[src/rtl/core/bpa_pkg.sv]
// types, constants and codes shared by the buddy page allocator modules
`default_nettype none
package bpa_pkg;

    localparam int ADDR_W      = 39;
    localparam int PC_W        = 13;
    localparam int CNT_W       = 13;
    localparam int ORD_W       = 4;
    localparam int S_TDATA_W   = 56;
    localparam int M_TDATA_W   = 40;
    localparam int CFG_ADDR_W  = 4;
    localparam int CFG_DATA_W  = 64;
    localparam int QUEUE_DEPTH = 2;

    localparam int DEF_NUM_PAGES  = 4096;
    localparam int DEF_MAX_ORDER  = 11;
    localparam int DEF_PAGE_SHIFT = 12;

    localparam logic [ADDR_W-1:0] REGION_START_RST = 39'h00_8000_0000;
    localparam logic [ADDR_W-1:0] REGION_END_RST   = 39'h00_8100_0000;

    typedef enum logic {
        CMD_ALLOC = 1'b0,
        CMD_FREE  = 1'b1
    } cmd_t;

    typedef enum logic [1:0] {
        STAT_OK    = 2'd0,
        STAT_NULL  = 2'd1,
        STAT_RANGE = 2'd2,
        STAT_NOMEM = 2'd3
    } status_t;

    typedef enum logic {
        REG_REGION_START = 1'b0,
        REG_REGION_END   = 1'b1
    } cfg_reg_t;

    typedef enum logic [1:0] {
        JOB_ALLOC  = 2'd0,
        JOB_FREE   = 2'd1,
        JOB_REPORT = 2'd2
    } job_kind_t;

    typedef struct packed {
        job_kind_t kind;
        status_t   status;
    } job_ctl_t;

    typedef enum logic [3:0] {
        BS_CLEAR,
        BS_IDLE,
        BS_FIND,
        BS_HEAD,
        BS_U0,
        BS_U1,
        BS_U2,
        BS_T0,
        BS_T1,
        BS_P0,
        BS_P1,
        BS_DONE
    } back_state_t;

endpackage
`default_nettype wire

[src/rtl/core/bpa_queue.sv]
// small register queue that decouples the classifier from the list engine
`default_nettype none
module bpa_queue #(
    parameter int DW    = 8,
    parameter int DEPTH = bpa_pkg::QUEUE_DEPTH,
    localparam int AW = (DEPTH > 1) ? $clog2(DEPTH) : 1,
    localparam int CW = $clog2(DEPTH + 1)
) (
    input  wire           aclk,
    input  wire           aresetn,
    input  wire           wr_valid,
    output logic          wr_ready,
    input  wire  [DW-1:0] wr_data,
    output logic          rd_valid,
    input  wire           rd_ready,
    output logic [DW-1:0] rd_data
);

    logic [DW-1:0] slot_reg [DEPTH];
    logic [AW-1:0] wp_reg, wp_next, rp_reg, rp_next;
    logic [CW-1:0] cnt_reg, cnt_next;
    logic          push, pop;

    assign wr_ready = cnt_reg != CW'(DEPTH);
    assign rd_valid = cnt_reg != '0;
    assign push     = wr_valid && wr_ready;
    assign pop      = rd_valid && rd_ready;
    assign rd_data  = slot_reg[rp_reg];

    // pointer and fill updates
    always_comb begin
        wp_next  = wp_reg;
        rp_next  = rp_reg;
        cnt_next = cnt_reg;
        if (push) begin
            wp_next = (wp_reg == AW'(DEPTH - 1)) ? '0 : wp_reg + AW'(1);
        end
        if (pop) begin
            rp_next = (rp_reg == AW'(DEPTH - 1)) ? '0 : rp_reg + AW'(1);
        end
        if (push && !pop) begin
            cnt_next = cnt_reg + CW'(1);
        end else if (pop && !push) begin
            cnt_next = cnt_reg - CW'(1);
        end
    end

    always_ff @(posedge aclk) begin
        if (!aresetn) begin
            wp_reg  <= '0;
            rp_reg  <= '0;
            cnt_reg <= '0;
        end else begin
            wp_reg  <= wp_next;
            rp_reg  <= rp_next;
            cnt_reg <= cnt_next;
        end
    end

    always_ff @(posedge aclk) begin
        if (push) begin
            slot_reg[wp_reg] <= wr_data;
        end
    end

endmodule
`default_nettype wire

[config.mk]
export PLATFORM = sky130hd
export DESIGN_NAME = bpa_queue
export DESIGN_NICKNAME = d
export VERILOG_FILES = /design/src/rtl/core/bpa_pkg.sv /design/src/rtl/core/bpa_queue.sv
export SDC_FILE = /design/constraint.sdc
export NUM_CORES = 1
export LEC_CHECK = 0
export ABC_AREA = 1
export BUFFER_PORTS_ARGS = -buffer_cell sky130_fd_sc_hd__buf_2
export CORE_UTILIZATION = 44
export DETAILED_ROUTE_END_ITERATION = 12
export HOLD_SLACK_MARGIN = 0.03
export PLACE_DENSITY_LB_ADDON = 0.1
export SYNTH_ARGS = -nofsm -noshare
export SYNTH_HDL_FRONTEND = slang
export SYNTH_SLANG_ARGS = --single-unit
[constraint.sdc]
create_clock -name aclk -period 1.2 [get_ports aclk]
set_input_delay 0.12 -clock aclk [delete_from_list [all_inputs] [get_ports aclk]]
set_output_delay 0.12 -clock aclk [all_outputs]
set_load 0.01 [all_outputs]
==> flow_summary.ini <==
[global_route]
grt_pass1_wl_mm = 2.59
grt_pass1_vias = 626
grt_max_degree = 12
grt_overflow_total = 0
antenna_found_initial = 0
grtUsageTotal_pct = 19.2

[critical_path]
worst_path_max_delay_cell = dfxtp_2
critPathLaunchType = flip-flop
required_ps = 1080
crit_family = flip-flops
path_buf_inv = 2
crit_chain = buf_6, mux2_4, buf_6
r2r_start = cnt_reg[1]$_SDFFE_PN0P_
slowest_delay_ps = 370
crit_path_end_kind = output pin
arrival_ps = 1220
crit_top_cell = buf_6
path_class = reg2out
cp_max_fo = 4

[sta]
relSlewSlack_pct = 90.0
fmax_mhz = 746
rsz0062_at_grt = yes
fin_skew_ps = 4.80
post-route-period-util_pct = 112
worst_slack_ps = -140
setup_viol = 9
finalMaxSlewViolations = 0
worst_slew_pin_slew_ps = 150
hold_viol = 0
timing.final.crit_period_ps = 1340

[placed_design]
dp_hpwl_um = 885
io_buffers = 21
place_ws_ps = -52.4
place.gp.congestion = 0.760
place_area_mm2 = 0.00102

[synth]
ys_ff_latch = 21
synth_area_leader_cell = edfxtp_1
syn_area_um2 = 836
synth_cells = 62
synth_top_area_share_pct = 57.5
ys_seq_area_share_pct = 69.5
ys_types = 18
yosys-top-cells-area = edfxtp_1 57%, dfxtp_1 12%, mux2_2 11%
syn-num-nets = 75
ys_warn_count = 0
syn_avg_cell_area_um2 = 13.5

[floorplanning]
num_rows = 15
initial_utilization_pct = 47.9
dieArea_mm2 = 0.00208
die_h_um = 45.6
num_io_pins = 22
die_x_um = 45.6
core_mm2 = 0.00175

[finish]
most-common-layout-cells = 16 x edfxtp_1, 15 x buf_6, 12 x buf_2
regArea_um2 = 589
areaGrowthSynthToFinish_pct = 60.8
final_cell_area_mm2 = 0.00134
post-route-util_pct = 77.0
multiInputGateArea_um2 = 303
drive_gt1_share_pct = 61.3
fin_nets = 120
fillCellCount = 118
antenna_cells = 0
final_common_cell = edfxtp_1
largest_register_ffs = 16

[detailed_routing]
ant_nets = 0
vias = 620
drc = 0
dr.pass1.iters = 4
drt_iter0_markers = 10
post_drt_wl_per_cell_um = 12.7
drt_wl_total_mm = 1.67
via_per_inst = 4.73

[cts]
cts.clk_slew.worst_paths_ps = 110
cts-root-buf = clkbuf_4
ctsLongestPathBuffers = 2
numCtsBuffers = 3
cts_max_level = 1
clock_sinks = 21
cts_tree = yes
clkLatencyLatePin_ps = 290

[pwr]
total_power_w = 0.00266
p_per_area_mw_per_mm2 = 1980
ir_drop_mv = 1.61
power.leakage_nw = 0.564

[run_status]
violations = negative setup slack
status = finished with violations

[hold_path]
min_path_type = in2reg
min-delay-start = aresetn

[job]
max-cap-violations = 0
cell type report:
class	count	share of cell area, %
Sequential cell	21	43.9
Timing Repair Buffer	41	26.4
Clock buffer	4	1.96
Tap cell	25	2.33
Inverter	8	2.98
Multi-Input combinational cell	32	22.5
worst min-delay path, delay by kind of cell:
family | cells | cell delay, ps
buffers and inverters | 1 | 130
AO/OA/AOI/OAI | 2 | 90
report_power, final:
part	internal (W)	switching [W]
clock network	0.000129	0.000197
logic	0.000735	0.000552
registers	0.000949	0.0000923
through the flow:
| step | cells | hold slack [ps] | setup TNS [ps] |
|---|---|---|---|
| 2_1_floorplan | 62 | 219 | -1170 |
| 3_3_place_gp | 114 | 308 | -152 |
| 3_5_place_dp | 114 | 311 | -489 |
| 4_1_cts | 130 | 68.5 | -1290 |
| 5_1_grt | 131 | 77.9 | -1990 |
| 6_report | 131 | 75.0 | -1100 |
synthesized netlist by cell type, drive strengths merged:
master,number
inv,7
a21oi,1
dfxtp,5
nor2,8
o21ai,2
o21a,1
nand3,1
ha,1
mux2,8
edfxtp,16
buf,1
nand2,9
nand4,1
clkinv,1
worst paths after layout:
path	endpoint	slack (ps)	cells after the start
worst min-delay path	cnt_reg[0]$_SDFFE_PN0P_	80	3
worst max-delay path	rd_data[0]	-140	3
worst min register to register	flip-flop	520	2
worst max register to register	cnt_reg[1]$_SDFFE_PN0P_	-10	8
timing repair:
action                                  in CTS  in global routing
hold endpoints to repair                    16                  0
endpoints found under the setup margin      26                 29
pin swaps                                   10                  6
resized for setup                           33                 11
hold buffers                                 8                  0
setup buffers                                4                  1
metal layers:
metal  part of all wire (%)  global-route usage (%)  vias up
li1                       -                       -      301
met1                     34                    17.0      297
met2                     60                    38.9       18
met3                    3.2                    3.57        4
met4                    2.5                    10.9        0
met5                      0                       0        -
kinds of logic (layout without fill, tap and decap cells):
kind of cell | after synthesis | in the layout | share of synthesized area (%)
flip-flops | 21 | 21 | 69.5
AND/OR/NAND/NOR | 19 | 19 | 11.1
buffers and inverters | 9 | 53 | 4.34
multiplexers | 8 | 8 | 10.8
AO/OA/AOI/OAI | 4 | 4 | 2.84
adder cells (fa/ha/maj) | 1 | 1 | 1.50
No activity file was read; power rests on OpenSTA's default activity.
